[src/sv/tcit_pkg.sv]
`timescale 1ns / 1ps

package tcit_pkg;

  localparam int MAX_COUNTERS = 3;

  typedef enum logic [1:0] {
    OP_READ  = 2'd0,
    OP_WRITE = 2'd1,
    OP_TICK  = 2'd2,
    OP_NONE  = 2'd3
  } op_t;

  // Port 3 carries control words, ports 0 to 2 the counters' data
  localparam logic [1:0] CTRL_PORT = 2'd3;

  // Access field, control byte bits 5:4
  localparam logic [1:0] ACC_LATCH = 2'd0;
  localparam logic [1:0] ACC_LOW   = 2'd1;
  localparam logic [1:0] ACC_HIGH  = 2'd2;
  localparam logic [1:0] ACC_BOTH  = 2'd3;

  // Mode field, control byte bits 3:1
  localparam logic [2:0] MODE_TERM   = 3'd0;
  localparam logic [2:0] MODE_RATE   = 3'd2;
  localparam logic [2:0] MODE_SQUARE = 3'd3;

  typedef struct packed {
    op_t        op;
    logic [1:0] port_sel;
    logic [7:0] write_data;
  } req_t;

  typedef struct packed {
    logic [7:0] read_data;
    logic       irq_pulse;
    logic [2:0] out_levels;
  } rsp_t;

  // Per-counter command, at most one bit set
  typedef struct packed {
    logic       rd;
    logic       wr;
    logic       ctrl;
    logic       latch;
    logic       tick;
    logic [7:0] data;
  } chan_cmd_t;

  typedef struct packed {
    logic [7:0] rdata;
    logic       level;
    logic       rise;
  } chan_stat_t;

endpackage

[src/sv/tcit_channel.sv]
`timescale 1ns / 1ps

module tcit_channel (
  input  logic                  clk,
  input  logic                  rst,
  input  tcit_pkg::chan_cmd_t   cmd,
  output tcit_pkg::chan_stat_t  stat
);

  logic [7:0]  ctrl, ctrl_next;
  logic [15:0] count, count_next;
  logic [15:0] reload, reload_next;
  logic [15:0] latched, latched_next;
  logic        latch_valid, latch_valid_next;
  logic        toggle, toggle_next;
  logic        counting, counting_next;
  logic        level, level_next;

  logic [1:0]  acc;
  logic [2:0]  mode;
  logic [15:0] rd_src;
  logic [15:0] dec1;
  logic [15:0] sq_step;
  logic [15:0] sq_next;

  assign acc     = ctrl[5:4];
  assign mode    = ctrl[3:1];
  assign rd_src  = latch_valid ? latched : count;
  assign dec1    = count - 16'd1;
  assign sq_step = count[0] ? (level ? 16'd1 : 16'd3) : 16'd2;
  assign sq_next = count - sq_step;

  always_comb begin
    ctrl_next        = ctrl;
    count_next       = count;
    reload_next      = reload;
    latched_next     = latched;
    latch_valid_next = latch_valid;
    toggle_next      = toggle;
    counting_next    = counting;
    level_next       = level;
    stat.rdata       = 8'd0;
    stat.rise        = 1'b0;

    if (cmd.rd) begin
      if (latch_valid && (acc != tcit_pkg::ACC_BOTH || toggle)) begin
        latch_valid_next = 1'b0;
      end
      unique case (acc)
        tcit_pkg::ACC_LOW:  stat.rdata = rd_src[7:0];
        tcit_pkg::ACC_HIGH: stat.rdata = rd_src[15:8];
        tcit_pkg::ACC_BOTH: begin
          stat.rdata  = toggle ? rd_src[15:8] : rd_src[7:0];
          toggle_next = !toggle;
        end
        default:            stat.rdata = 8'd0;
      endcase
    end else if (cmd.wr) begin
      unique case (acc)
        tcit_pkg::ACC_LOW:  reload_next = {reload[15:8], cmd.data};
        tcit_pkg::ACC_HIGH: reload_next = {cmd.data, reload[7:0]};
        tcit_pkg::ACC_BOTH: begin
          reload_next = toggle ? {cmd.data, reload[7:0]} : {reload[15:8], cmd.data};
          toggle_next = !toggle;
        end
        default:            reload_next = reload;
      endcase
      // Load once the last byte of the access is in
      if (acc != tcit_pkg::ACC_BOTH || toggle) begin
        count_next    = reload_next;
        counting_next = 1'b1;
        level_next    = (mode == tcit_pkg::MODE_RATE) || (mode == tcit_pkg::MODE_SQUARE);
      end
    end else if (cmd.latch) begin
      latched_next     = count;
      latch_valid_next = 1'b1;
    end else if (cmd.ctrl) begin
      ctrl_next = cmd.data;
    end else if (cmd.tick && counting) begin
      unique case (mode)
        tcit_pkg::MODE_TERM: begin
          count_next = dec1;
          if (dec1 == 16'd0) begin
            level_next = 1'b1;
            stat.rise  = !level;
          end
        end
        tcit_pkg::MODE_RATE: begin
          if (dec1 == 16'd1) begin
            count_next = reload;
            level_next = 1'b0;
          end else begin
            count_next = dec1;
            level_next = 1'b1;
            stat.rise  = !level;
          end
        end
        tcit_pkg::MODE_SQUARE: begin
          if (sq_next == 16'd0) begin
            count_next = reload;
            level_next = !level;
            stat.rise  = !level;
          end else begin
            count_next = sq_next;
          end
        end
        default: ;  // hold
      endcase
    end

    // Report the level as it stands after this request
    stat.level = level_next;
  end

  always_ff @(posedge clk) begin
    if (rst) begin
      ctrl        <= 8'd0;
      count       <= 16'd0;
      reload      <= 16'd0;
      latched     <= 16'd0;
      latch_valid <= 1'b0;
      toggle      <= 1'b0;
      counting    <= 1'b0;
      level       <= 1'b0;
    end else begin
      ctrl        <= ctrl_next;
      count       <= count_next;
      reload      <= reload_next;
      latched     <= latched_next;
      latch_valid <= latch_valid_next;
      toggle      <= toggle_next;
      counting    <= counting_next;
      level       <= level_next;
    end
  end

endmodule

[src/sv/three_channel_interval_timer_unit.sv]
`timescale 1ns / 1ps

// Interval timer with up to three 16-bit down counters behind four byte ports.
// Each request is a port read, a port write or one timer tick, and gives
// exactly one response: the byte read, an IRQ pulse when counter 0's output
// rises on a tick, and the output levels of all counters. A request is held in
// the input register while the counters update and the response is formed,
// and the response is then registered; a new request is taken every cycle
// while the response side keeps up. Counters at or above NUM_COUNTERS are
// absent: their ports read as zero and writes to them are dropped.
module three_channel_interval_timer_unit #(
  parameter int NUM_COUNTERS = 3
) (
  input  logic            clk,
  input  logic            rst,
  input  logic            req_valid,
  output logic            req_stall,
  input  tcit_pkg::req_t  req,
  output logic            rsp_valid,
  input  logic            rsp_stall,
  output tcit_pkg::rsp_t  rsp
);

  localparam logic [2:0] NUM_W = 3'(NUM_COUNTERS);

  tcit_pkg::req_t     req_q;
  logic               req_q_valid;
  logic               advance;
  tcit_pkg::chan_cmd_t cmd [tcit_pkg::MAX_COUNTERS];
  tcit_pkg::chan_stat_t stat [tcit_pkg::MAX_COUNTERS];
  logic [7:0]         rdata_all;
  logic [2:0]         levels;
  tcit_pkg::rsp_t     rsp_next;
  logic [1:0]         ctrl_sel;
  logic               ctrl_is_latch;

  assign advance   = req_q_valid && (!rsp_valid || !rsp_stall);
  assign req_stall = req_q_valid && !advance;

  assign ctrl_sel      = req_q.write_data[7:6];
  assign ctrl_is_latch = req_q.write_data[5:4] == tcit_pkg::ACC_LATCH;

  for (genvar i = 0; i < tcit_pkg::MAX_COUNTERS; i++) begin : g_chan
    if (i < NUM_COUNTERS) begin : g_on
      always_comb begin
        cmd[i].data  = req_q.write_data;
        cmd[i].rd    = advance && req_q.op == tcit_pkg::OP_READ && req_q.port_sel == 2'(i);
        cmd[i].wr    = advance && req_q.op == tcit_pkg::OP_WRITE && req_q.port_sel == 2'(i);
        cmd[i].latch = advance && req_q.op == tcit_pkg::OP_WRITE
                       && req_q.port_sel == tcit_pkg::CTRL_PORT
                       && ctrl_sel == 2'(i) && ctrl_is_latch;
        cmd[i].ctrl  = advance && req_q.op == tcit_pkg::OP_WRITE
                       && req_q.port_sel == tcit_pkg::CTRL_PORT
                       && ctrl_sel == 2'(i) && !ctrl_is_latch;
        cmd[i].tick  = advance && req_q.op == tcit_pkg::OP_TICK;
      end

      tcit_channel u_chan (
        .clk  (clk),
        .rst  (rst),
        .cmd  (cmd[i]),
        .stat (stat[i])
      );
    end else begin : g_off
      assign stat[i] = '0;
    end
  end

  always_comb begin
    rdata_all = 8'd0;
    for (int i = 0; i < tcit_pkg::MAX_COUNTERS; i++) begin
      rdata_all = rdata_all | stat[i].rdata;
      levels[i] = stat[i].level;
    end
  end

  // Levels after the request: take what the counters are about to hold
  always_comb begin
    rsp_next.read_data  = rdata_all;
    rsp_next.irq_pulse  = (req_q.op == tcit_pkg::OP_TICK) && stat[0].rise;
    rsp_next.out_levels = levels;
  end

  always_ff @(posedge clk) begin
    if (rst) begin
      req_q_valid <= 1'b0;
      rsp_valid   <= 1'b0;
    end else begin
      if (!req_stall) begin
        req_q_valid <= req_valid;
      end
      if (advance) begin
        rsp_valid <= 1'b1;
      end else if (!rsp_stall) begin
        rsp_valid <= 1'b0;
      end
    end
  end

  always_ff @(posedge clk) begin
    if (!req_stall && req_valid) begin
      req_q <= req;
    end
  end

  always_ff @(posedge clk) begin
    if (advance) begin
      rsp <= rsp_next;
    end
  end

  a_irq_only_on_tick: assert property (@(posedge clk) disable iff (rst)
    advance && req_q.op != tcit_pkg::OP_TICK |=> !rsp.irq_pulse)
    else $error("irq pulse without a tick");

  a_irq_level_high: assert property (@(posedge clk) disable iff (rst)
    advance |=> (!rsp.irq_pulse || rsp.out_levels[0]))
    else $error("irq pulse while counter 0 output is low");

  a_read_data_zero: assert property (@(posedge clk) disable iff (rst)
    advance && req_q.op != tcit_pkg::OP_READ |=> rsp.read_data == 8'd0)
    else $error("read data on a non-read request");

  a_stall_needs_item: assert property (@(posedge clk) disable iff (rst)
    req_stall |-> req_q_valid && rsp_valid)
    else $error("input stalled with nothing held");

  a_absent_levels: assert property (@(posedge clk) disable iff (rst)
    (NUM_W < 3'd3) |-> !levels[2])
    else $error("absent counter drives a level");

endmodule
[config.mk]
export PLATFORM = sky130hd
export DESIGN_NAME = three_channel_interval_timer_unit
export DESIGN_NICKNAME = d
export VERILOG_FILES = /design/src/sv/tcit_pkg.sv /design/src/sv/tcit_channel.sv /design/src/sv/three_channel_interval_timer_unit.sv
export SDC_FILE = /design/constraint.sdc
export NUM_CORES = 1
export LEC_CHECK = 0
export BUFFER_PORTS_ARGS = -buffer_cell sky130_fd_sc_hd__buf_2
export CELL_PAD_IN_SITES_DETAIL_PLACEMENT = 1
export CELL_PAD_IN_SITES_GLOBAL_PLACEMENT = 2
export CORE_ASPECT_RATIO = 0.7
export CORE_MARGIN = 1
export CORE_UTILIZATION = 38
export DETAILED_ROUTE_END_ITERATION = 7
export PLACE_DENSITY_LB_ADDON = 0.15
export SYNTH_ARGS = -nofsm -noshare
export SYNTH_HDL_FRONTEND = slang
export SYNTH_HIERARCHICAL = 1
export SYNTH_SLANG_ARGS = --single-unit
[constraint.sdc]
create_clock -name clk -period 3.8 [get_ports clk]
set_input_delay 0.76 -clock clk [delete_from_list [all_inputs] [get_ports clk]]
set_output_delay 0.76 -clock clk [all_outputs]
set_load 0.005 [all_outputs]
### Word level (Yosys, flattened, before mapping)

Cells that the tools add are included.

* add/sub/neg operators: 6
* reduce and logical (&&, ||, !) cells: 90
* eq/ne operators: 44
* multiplexer cells: 110
* bitwise gates (word level): 11

Operators by type and width (number)
* 16-bit two-way mux: 30
* 16-bit case mux with 3 select lines: 6
* 16-bit logical NOT: 6
* 8-bit case mux with 3 select lines: 3
* 1-bit two-way mux: 58
* 16-bit by 1-bit equality test with 1-bit output (second input constant): 3
* 8-bit two-way mux: 6
* 16-bit by 1-bit subtractor with 16-bit output (second input constant): 3
* 16-bit subtractor: 3
* 2-bit by 1-bit inequality test with 1-bit output (second input constant): 16
* 1-bit logical AND: 29
* 3-bit AND reduction: 9
* 2-bit equality test (second input constant): 10
* 3-bit by 2-bit equality test with 1-bit output (second input constant): 6
* 6-bit AND reduction: 3
* 2-bit nonzero test: 9
* 8-bit bitwise OR: 2
* 2-bit by 1-bit equality test with 1-bit output (second input constant): 6
* 1-bit case mux with 3 select lines: 4
* 4-bit AND reduction: 3
* 4-bit nonzero test: 3
* 1-bit logical NOT: 11
* 3-bit logical NOT: 3
* 1-bit inverter: 9
* other kinds (5): 20

* input bits: 16
* register bits after elaboration: 200
* word-level logic and storage cells: 293
* output and inout port bits: 14

### Logic depth before layout (Yosys ltp)

Gate-level depths: netlist of run 1.

* depth after elaboration: 12
* depth in mapped cells: 13
* depth with buffers taken out: 11

### Modules after synthesis

Netlist of run 1, hierarchy kept.

By module, submodules not included
* tcit_channel at g_chan[1].g_on.u_chan: area an instance 4129.0 µm², cells an instance 565, seq. area each 1141.1 µm², instances 1
* tcit_channel at g_chan[0].g_on.u_chan: area an instance 4041.4 µm², cells an instance 547, seq. area each 1141.1 µm², instances 1
* tcit_channel at g_chan[2].g_on.u_chan: area an instance 3873.7 µm², cells an instance 518, seq. area each 1141.1 µm², instances 1
* three_channel_interval_timer_unit: area an instance 1082.3 µm², cells an instance 68, seq. area each 760.7 µm², instances 1

### Least setup slack after synthesis of run 1

No wires, ideal clock.

* path type: input -> register
* start: input port rsp_stall
* end: register g_chan[1].g_on.u_chan.count[11]
* buffers on the path: 3
* stages on the path: 11
* data arrival time: 3.083 ns
* path slack: 0.595 ns
* cell sequence: a21bo_2 > buf_6 > nor3b_1 > a41oi_1 > or2_2 > clkbuf_1 > nor2b_1 > clkbuf_1 > o21ai_0 > a31oi_1 > a311o_1

RTL lines
* start, declared: RTL line three_channel_interval_timer_unit.sv:20 `input logic rsp_stall,`
* end signal, assigned: RTL line tcit_channel.sv:127 `count <= count_next;`
* end, declared: RTL line tcit_channel.sv:11 `logic [15:0] count, count_next;`

### Worst setup path in the final report of run 1

* start: register g_chan[0].g_on.u_chan.level
* end: register g_chan[0].g_on.u_chan.count[11]

* longest elaborated chain between the ends: 10

RTL lines
* start, declared: RTL line tcit_channel.sv:17 `logic level, level_next;`
* start signal, assigned: RTL line tcit_channel.sv:133 `level <= level_next;`
* 2-bit two-way mux *: RTL line tcit_channel.sv:30 `assign sq_step = count[0] ? (level ? 16'd1 : 16'd3) : 16'd2;`
* 16-bit two-way mux *: RTL line tcit_channel.sv:30
* 16-bit subtractor *: RTL line tcit_channel.sv:31 `assign sq_next = count - sq_step;`
* 16-bit logical NOT: RTL line tcit_channel.sv:99 `if (sq_next == 16'd0) begin`
* 16-bit two-way mux *: RTL line tcit_channel.sv:99
* 16-bit case mux with 3 select lines *: RTL line tcit_channel.sv:80 `unique case (mode)`
* 16-bit two-way mux *: RTL line tcit_channel.sv:79 `end else if (cmd.tick && counting) begin`
* 16-bit two-way mux *: RTL line tcit_channel.sv:77 `end else if (cmd.ctrl) begin`
* 16-bit two-way mux *: RTL line tcit_channel.sv:74 `end else if (cmd.latch) begin`
* 16-bit two-way mux *: RTL line tcit_channel.sv:58 `end else if (cmd.wr) begin`
* end signal, assigned: RTL line tcit_channel.sv:127
* end, declared: RTL line tcit_channel.sv:11

Every way passes the cells marked *; elsewhere a longest branch is shown, timed or not. The select of a mux whose other input is x is not followed.
A chain may end at the register's enable or synchronous reset.

==> results of run 1 <==
## path summary, 6_finish.rpt
path / to / cells past startpoint / from
min: g_chan[1].g_on.u_chan/latched[3]$_SDFFE_PP0P_ / 2 / g_chan[1].g_on.u_chan/latched[3]$_SDFFE_PP0P_
max: g_chan[0].g_on.u_chan/count[11]$_SDFFE_PP0P_ / 10 / g_chan[0].g_on.u_chan/level$_SDFF_PP0_
min reg2reg: g_chan[1].g_on.u_chan/latched[3]$_SDFFE_PP0P_ / 2 / g_chan[1].g_on.u_chan/latched[3]$_SDFFE_PP0P_
max reg2reg: g_chan[0].g_on.u_chan/count[11]$_SDFFE_PP0P_ / 10 / g_chan[0].g_on.u_chan/level$_SDFF_PP0_
## power by group
part           internal [mW]  switching [mW]  total (mW)
clock                   1.04           0.841        1.88
sequential              2.13          0.0524        2.18
combinational          0.169           0.294       0.464
total                   3.34            1.19        4.52
## state kept, by name, summed over array words and instances, names as in the netlist
name,flops
g_chan.g_on.u_chan/counting,3
g_chan.g_on.u_chan/toggle,3
g_chan.g_on.u_chan/count,48
cmd,8
g_chan.g_on.u_chan/ctrl,15
g_chan.g_on.u_chan/level,3
g_chan.g_on.u_chan/latch_valid,3
rsp,12
req_q_valid,1
rsp_valid,1
req_q,4
g_chan.g_on.u_chan/reload,48
g_chan.g_on.u_chan/latched,48
## through the flow
stage                     cells  util (%)  setup WS, ns  cell area [µm²]
final                      2166      43.0         0.246            14500
after global routing       2166      43.0        0.0553            14500
after CTS                  2166      43.0         0.345            14500
after detailed placement   2135      41.3         0.284            13900
after global placement     2135      41.3         0.452            13900
after floorplan            1695         -         0.595            13100
## worst reg2reg max path: stages (launching register included)
cell and delay (ns):
dfxtp_1 0.46, nand2_1 0.15, ha_1 0.40, nor4_1 0.36, xor2_1 0.16, or4_4 0.56, a2111oi_2 0.40, and2_1 0.49
nor2_1 0.10, buf_4 0.20, o221ai_1 0.21
## layer usage
metal  global-route usage [%]  up-vias  routed length (µm)
met4                     6.07        2                 709
met1                     44.5     6600               26600
met5                        0        -                  13
met2                     40.3      411               20100
met3                     7.22       43                3770
li1                         -     6135                   -
## layout make-up
class                      instances  area, µm²  area share [%]
inverter                          42        158            1.09
timing repair buffer             120        831            5.73
sequential                       197       4180            28.8
tap                              464        581            4.00
clock inverter                     8       97.6           0.673
multi-input combinational       1312       8160            56.3
clock buffer                      23        489            3.37
==> results by stage, run 1 <==
STA:
- Setup repair after global routing left no endpoint under its margin.
- The final max-slew violation count is 0.
- The worst clock skew on the final layout is 0.0102 ns.
- Setup violations remaining at the end of the flow were counted as 0.
- The post-route worst hold slack is 0.458 ns.
- For the pin with the worst max-slew slack, the measured transition is 1.14 ns.
- For the final routed database, the setup TNS stands at 0 ns.
- The final hold violation count was 0.
- For this run, the top clock speed supported by timing is 281 MHz.
- The smallest clock period supported by the final layout is computed as 3.55 ns.
- In the finished design, the share of the clock period the worst path needs comes to 93.5%.
- In this run the tightest slew margin relative to its limit is 23.6%.

Setup path:
- Data on the critical path is required at its endpoint by 4.17 ns.
- The signal on the critical path passes through nand2_1 > ha_1 > nor4_1 > xor2_1 > or4_4 > a2111oi_2 > and2_1 > nor2_1 > buf_4 > o221ai_1.
- The path type of the worst setup path is flop to flop.
- The cell family contributing the most delay on the critical path is simple AND/OR/NAND/NOR gates.
- Counting both buffers and inverters, the worst setup path holds a total of 1.
- The highest-delay cell along the critical path is or4_4.
- The largest fanout of any net on the critical path is 10.
- For flop-to-flop paths, the worst setup slack is 0.25 ns.
- The worst setup path is captured at a flop.
- The worst setup path is launched from a flop.
- Data arrives at the worst endpoint at 3.93 ns.
- For this run, the slowest stage of the critical path takes 0.56 ns.

Routing:
- The DRC violation total after the first TritonRoute iteration is 1,072.
- The detail-routed net length per standard cell is 23.6 µm.
- The first detailed-routing pass took 5 iterations.
- The post-detailed-routing wire length is 51,200 µm.
- The mean number of vias per cell is 6.09.
- The count of antenna-violating nets left after detailed routing is 0.
- After detailed routing, the number of remaining DRC violations is 0.
- The via count is 13,200.

Pwr:
- The leakage power summed over all cells is 5.28 nW.
- The total power divided by cell area is 312 nW/µm².
- VDD sags by at most 0.000237 V.
- The total chip power is 4.52 mW.

Clock network:
- The source-to-sink clock delay at the later pin of the worst-skew pair is 0.45 ns.
- In this run the deepest clock path goes through 2 buffers.
- The total clock buffers created by CTS is 17.
- The buffer count from post-CTS setup fixing is 0.
- In this run, post-CTS hold repair placed 0 buffers.
- The post-cts resize count is 0.
- After clock tree synthesis, the clock-pin slew on the worst setup and hold paths is 0.07 ns.
- The clock sink count is 197.
- The buffer cell driving the clock tree root is clkbuf_16.
- The H-tree was split into 4 levels.
- The CTS tree is yes.

Layout:
- The signed area change from the synthesized netlist to the final layout is 10.7%.
- The library cells used most frequently in the layout, excluding fill and tap cells, are nand2_1, dfxtp_1, nor2_1, a21oi_1, mux2i_1.
- The final layout contains 1,721 nets.
- The number of antenna diodes in the final layout is 0.
- The fraction of layout instances using a drive strength above 1 is 11.7%.
- Fill cells in the final layout number 4,122.
- The leading cell type in the layout, fill and taps excluded is nand2_1.

Status:
- The flow ran to the end, and the final reports show no timing, DRC or antenna violations.

Synthesis:
- The post-synthesis instance total is 1,695.
- Counting every net in the synthesized netlist gives 1,726.
- For this run, the number of Yosys warnings is 6.
- The total standard cell area after synthesis is 13,100 µm².
- The average footprint of a synthesized cell is 7.73 µm².

GRT:
- The total global routing overflow is 0.
- The largest net degree at the start of global routing is 58.
- The first global-routing pass estimated 78,100 µm of wire.
- The number of global-route vias before repair came to 12,700.
- The number of antenna violations at the first check in global routing is 1.
- The combined global-route utilization of all metal layers is 29.2%.

Floorplanning:
- 30 I/O pins were placed.
- The overall die width is 224 µm.
- The initialized floorplan defines 56 standard-cell rows.
- The placeable core region is 33,700 µm².
- The starting density of the core is 38.9%.
- The area of the die is 35,200 µm².
- From bottom edge to top edge, the die measures 157 µm.

Placement:
- The detailed placer's ending HPWL is 38,700 µm.
- The number of I/O port buffers is 29.
- Routability-driven placement finished with a final weighted congestion of 0.948.

Job:
- The count of max-cap constraint violations is 0.

Worst hold path:
- The tightest min-delay check is of the flop to flop type.
Note: power is estimated with default switching activity, not from simulation.
==> run 2: changes to the inputs <==
--- a/config.mk
+++ b/config.mk
@@ -6,6 +6,7 @@
 export NUM_CORES = 1
 export LEC_CHECK = 0
 export BUFFER_PORTS_ARGS = -buffer_cell sky130_fd_sc_hd__buf_2
+export CAP_MARGIN = 25
 export CELL_PAD_IN_SITES_DETAIL_PLACEMENT = 1
 export CELL_PAD_IN_SITES_GLOBAL_PLACEMENT = 2
 export CORE_ASPECT_RATIO = 0.7
@@ -13,6 +14,7 @@
 export CORE_UTILIZATION = 38
 export DETAILED_ROUTE_END_ITERATION = 7
 export PLACE_DENSITY_LB_ADDON = 0.15
+export RECOVER_POWER = 100
 export SYNTH_ARGS = -nofsm -noshare
 export SYNTH_HDL_FRONTEND = slang
 export SYNTH_HIERARCHICAL = 1
==> run 2 against run 1 <==
  * Via count increased by 1.2%
  * Wire length increased by 0.38%
  * Global-route usage increased by 0.12 points
  * Critical endpoint is now g_chan[2].g_on.u_chan/count[15]$_SDFFE_PP0P_
  * Largest cell class unchanged
  * Core utilization decreased by 0.12 points
  * Largest power group unchanged
  * Cell count increased by 0.18%
  * Total power decreased by 0.79%
  * Worst hold slack about the same
  * The run now ends with max-capacitance violations, max-slew violations left
  * Critical path depth unchanged
  * Non-clock buffer count increased by 3
  * Highest routed layer is now met4
  * Flip-flop and latch count unchanged
==> results by stage, run 2 (same netlist as run 1, synthesis figures left out) <==
Clock network:
- The source-to-sink clock delay at the later pin of the worst-skew pair is 0.47 ns (+0.02 ns).
- The buffer count from post-CTS setup fixing is 0 (unchanged).
- The CTS tree is yes.
- The total clock buffers created by CTS came to 17 (unchanged).
- The total of hold buffers inserted after clock tree synthesis is 0 (unchanged).
- The maximum number of buffers from clock root to sink is 2 (unchanged).
- The post-cts resize count is 0 (unchanged).
- The clock-pin slew of the registers on the worst-case setup and hold paths came to 0.08 ns (about the same).
- The clock sink count is 197 (unchanged).
- The number of H-tree levels is 4 (unchanged).
- The root buffer cell chosen for the clock tree is clkbuf_16.

Floorplanning:
- The number of top-level pins is 30 (unchanged).
- The floorplan row count is 56 (unchanged).
- The overall die width is 224 µm (unchanged).
- The starting density of the core is 38.9% (unchanged).
- The placeable core region is 33,700 µm² (unchanged).
- The vertical die dimension is 157 µm (unchanged).
- The area of the die is 35,200 µm² (unchanged).

Worst hold path:
- The terminating pin of the worst hold path is g_chan[1].g_on.u_chan/latched[3]$_SDFFE_PP0P_.
- The path class of the lowest-slack min-delay path is flop to flop.
- The instance count along the most critical hold path is 2 (unchanged).
- The worst hold path startpoint is g_chan[1].g_on.u_chan/latched[3]$_SDFFE_PP0P_.

STA:
- The remaining max-slew budget at the tightest pin is -7.49% (-31 points).
- The worst clock skew on the final layout is 0.0114 ns (+0.00118 ns).
- The final cycle utilization of the critical path is 95.8% (+2.3 points).
- The final count of negative-setup-slack endpoints is 0 (unchanged).
- Setup repair after global routing left no endpoint under its margin.
- The accumulated negative setup slack is 0 ns (unchanged).
- The minimum period implied by the final worst setup slack is 3.64 ns (+0.0875 ns).
- The final max-slew violation count is 31 (+31).
- The pin slew with the least headroom to its limit is 1.61 ns (+0.468 ns).
- The highest attainable clock frequency is 275 MHz (-2.4%).
- The post-route worst hold slack is 0.458 ns (+0.0000900 ns).
- The final hold violation count is 0 (unchanged).

Layout:
- The filler cell count was 4,082 (-0.97%).
- The fraction of layout instances using a drive strength above 1 is 10.0% (-1.7 points).
- The post-route core utilization is 42.9% (-0.12 points).
- The register area is 4180 µm² (unchanged).
- From synthesis to final layout, the design area changed by 10.4%.
- In the layout the commonest cells are nand2_1, dfxtp_1, nor2_1, a21oi_1, mux2i_1.
- The leading cell type in the layout, fill and taps excluded is nand2_1.
- The count of placed standard cells in the final layout, fillers left out came to 2,170 (+0.18%).
- The antenna diode instance count is 0 (unchanged).
- The area of the multi-input gates came to 8130 µm² (-0.44%).
- The post-layout net count is 1,724 (+0.17%).
- In the final layout, the registers with the most flip-flops are g_chan.g_on.u_chan/count (48), g_chan.g_on.u_chan/latched (48), g_chan.g_on.u_chan/reload (48).

Status:
- The final reports fail on max-capacitance violations, max-slew violations.
- The run finished, with violations left.

GRT:
- After global routing, the most crowded layer is met1.
- The global routing met2 resource utilization is 39.9% (-0.37 points).
- The largest net degree at the start of global routing is 58 (unchanged).
- The total global routing overflow is 0 (unchanged).
- The combined global-route utilization of all metal layers is 29.3% (+0.12 points).
- The wire length of the first global-routing pass is 78,300 µm (+0.33%).
- The number of antenna violations at the first check in global routing is 0 (-1).
- The met3 usage in global routing is 7.07% (-0.15 points).
- The number of global-route vias before repair was 12,700 (-0.016%).
- The global routing met1 resource utilization was 45.0% (+0.52 points).

Placement:
- The number of I/O port buffers is 29 (unchanged).
- The total placed cells including tap cells was 2,137 (+0.094%).
- The detailed placer's ending HPWL is 38,800 µm (+0.20%).
- The global placer's final weighted congestion is 0.948 (unchanged).

Setup path:
- The startpoint class of the critical path is a flop.
- The endpoint type of the worst setup path is a flop.
- The largest fanout of any net on the critical path is 9 (-1).
- The critical path arrival was 3.97 ns (+0.04 ns).
- The number of buffers and inverters on the critical path is 1 (unchanged).
- The logic depth of the worst register-to-register path came to 10 (unchanged).
- The reg2reg setup slack is 0.16 ns (-0.09 ns).
- The path type of the worst setup path is flop to flop.
- The required time of the worst setup path is 4.13 ns (-0.04 ns).
- In this run the critical register-to-register path is captured at g_chan[2].g_on.u_chan/count[15]$_SDFFE_PP0P_.
- The reg-to-reg critical path startpoint is g_chan[2].g_on.u_chan/count[0]$_SDFFE_PP0P_.
- The longest individual stage delay on the worst path came to 0.55 ns (about the same).
- Traced cell by cell, the critical path runs through nand2_1 > ha_1 > or2_0 > or3_1 > o2111a_1 > nand4_1 > o21ai_0 > clkbuf_1 > a2111oi_0 > o22ai_1.
- The kind of cell adding the most delay to the critical path is simple AND/OR/NAND/NOR gates.
- Among all stages on the critical path, the largest delay is contributed by a2111oi_0.

Pwr:
- The total power divided by cell area is 310 nW/µm² (-0.52%).
- The worst ir drop on vdd is 0.000278 V (+17%).
- The leakage power summed over all cells came to 5.20 nW (-1.7%).

Routing:
- The detailed-router iteration count before antenna repair is 5 (unchanged).
- The post-detailed-routing wire length was 51,400 µm (+0.38%).
- The number of remaining DRC errors is 0 (unchanged).
- The mean number of vias per cell is 6.15 (+1.0%).
- The count of antenna-violating nets left after detailed routing came to 0 (unchanged).
- The via count came to 13,300 (+1.2%).
- The DRC violation total after the first TritonRoute iteration is 1,288 (+20%).
- The detail-routed net length per standard cell is 23.7 µm (+0.19%).

Job:
- The count of max-cap constraint violations was 1 (+1).
==> run 2: per-layer routing <==
layer  part of all wire (%)  vias up
met1                     52     6743
met3                    7.2       50
met5                      0        -
met2                     39      405
met4                    1.4        0
li1                       -     6151
==> run 2: worst min-delay path: stages (launching register included) <==
cell,delay [ns]
dfxtp_1,0.31
nand2_1,0.05
a21oi_1,0.05
==> run 2: how the worst max path moves through the flow <==
stage,slack (ns),startpoint,to,depth (start not counted)
after CTS,0.35,g_chan[0].g_on.u_chan/level$_SDFF_PP0_,g_chan[0].g_on.u_chan/count[11]$_SDFFE_PP0P_,10
after global routing,0.05,g_chan[2].g_on.u_chan/count[0]$_SDFFE_PP0P_,g_chan[2].g_on.u_chan/count[15]$_SDFFE_PP0P_,10
final,0.16,g_chan[2].g_on.u_chan/count[0]$_SDFFE_PP0P_,g_chan[2].g_on.u_chan/count[15]$_SDFFE_PP0P_,10
after global placement,0.45,g_chan[0].g_on.u_chan/level$_SDFF_PP0_,rsp[3]$_DFFE_PP_,10
after floorplan,0.60,rsp_stall,g_chan[1].g_on.u_chan/count[11]$_SDFFE_PP0P_,11
after detailed placement,0.27,rsp_stall,g_chan[1].g_on.u_chan/count[2]$_SDFFE_PP0P_,10
==> run 2: layout make-up <==
| class | count | share of cell area [%] |
|---|---|---|
| multi-input cells | 1312 | 56.2 |
| flip-flops and latches | 197 | 28.9 |
| repair buffers | 123 | 5.87 |
| well taps | 464 | 4.01 |
| clock buffers | 18 | 2.97 |
| inverters | 42 | 1.09 |
| clock inverters | 14 | 0.943 |
==> run 2: through the flow <==
| stage | setup WS, ns | cell area, µm² | power (mW) |
|---|---|---|---|
| final | 0.158 | 14500 | 4.49 |
| after global routing | 0.0458 | 14500 | 4.63 |
| after CTS | 0.350 | 14500 | 4.51 |
| after detailed placement | 0.267 | 14000 | 2.68 |
| after global placement | 0.452 | 13900 | 2.67 |
| after floorplan | 0.595 | 13100 | 2.50 |
==> run 2: power breakdown <==
group	total (mW)	internal [mW]	switching (mW)
logic	0.459	0.166	0.293
registers	2.18	2.13	0.0520
clock network	1.85	0.962	0.887
total	4.49	3.25	1.23
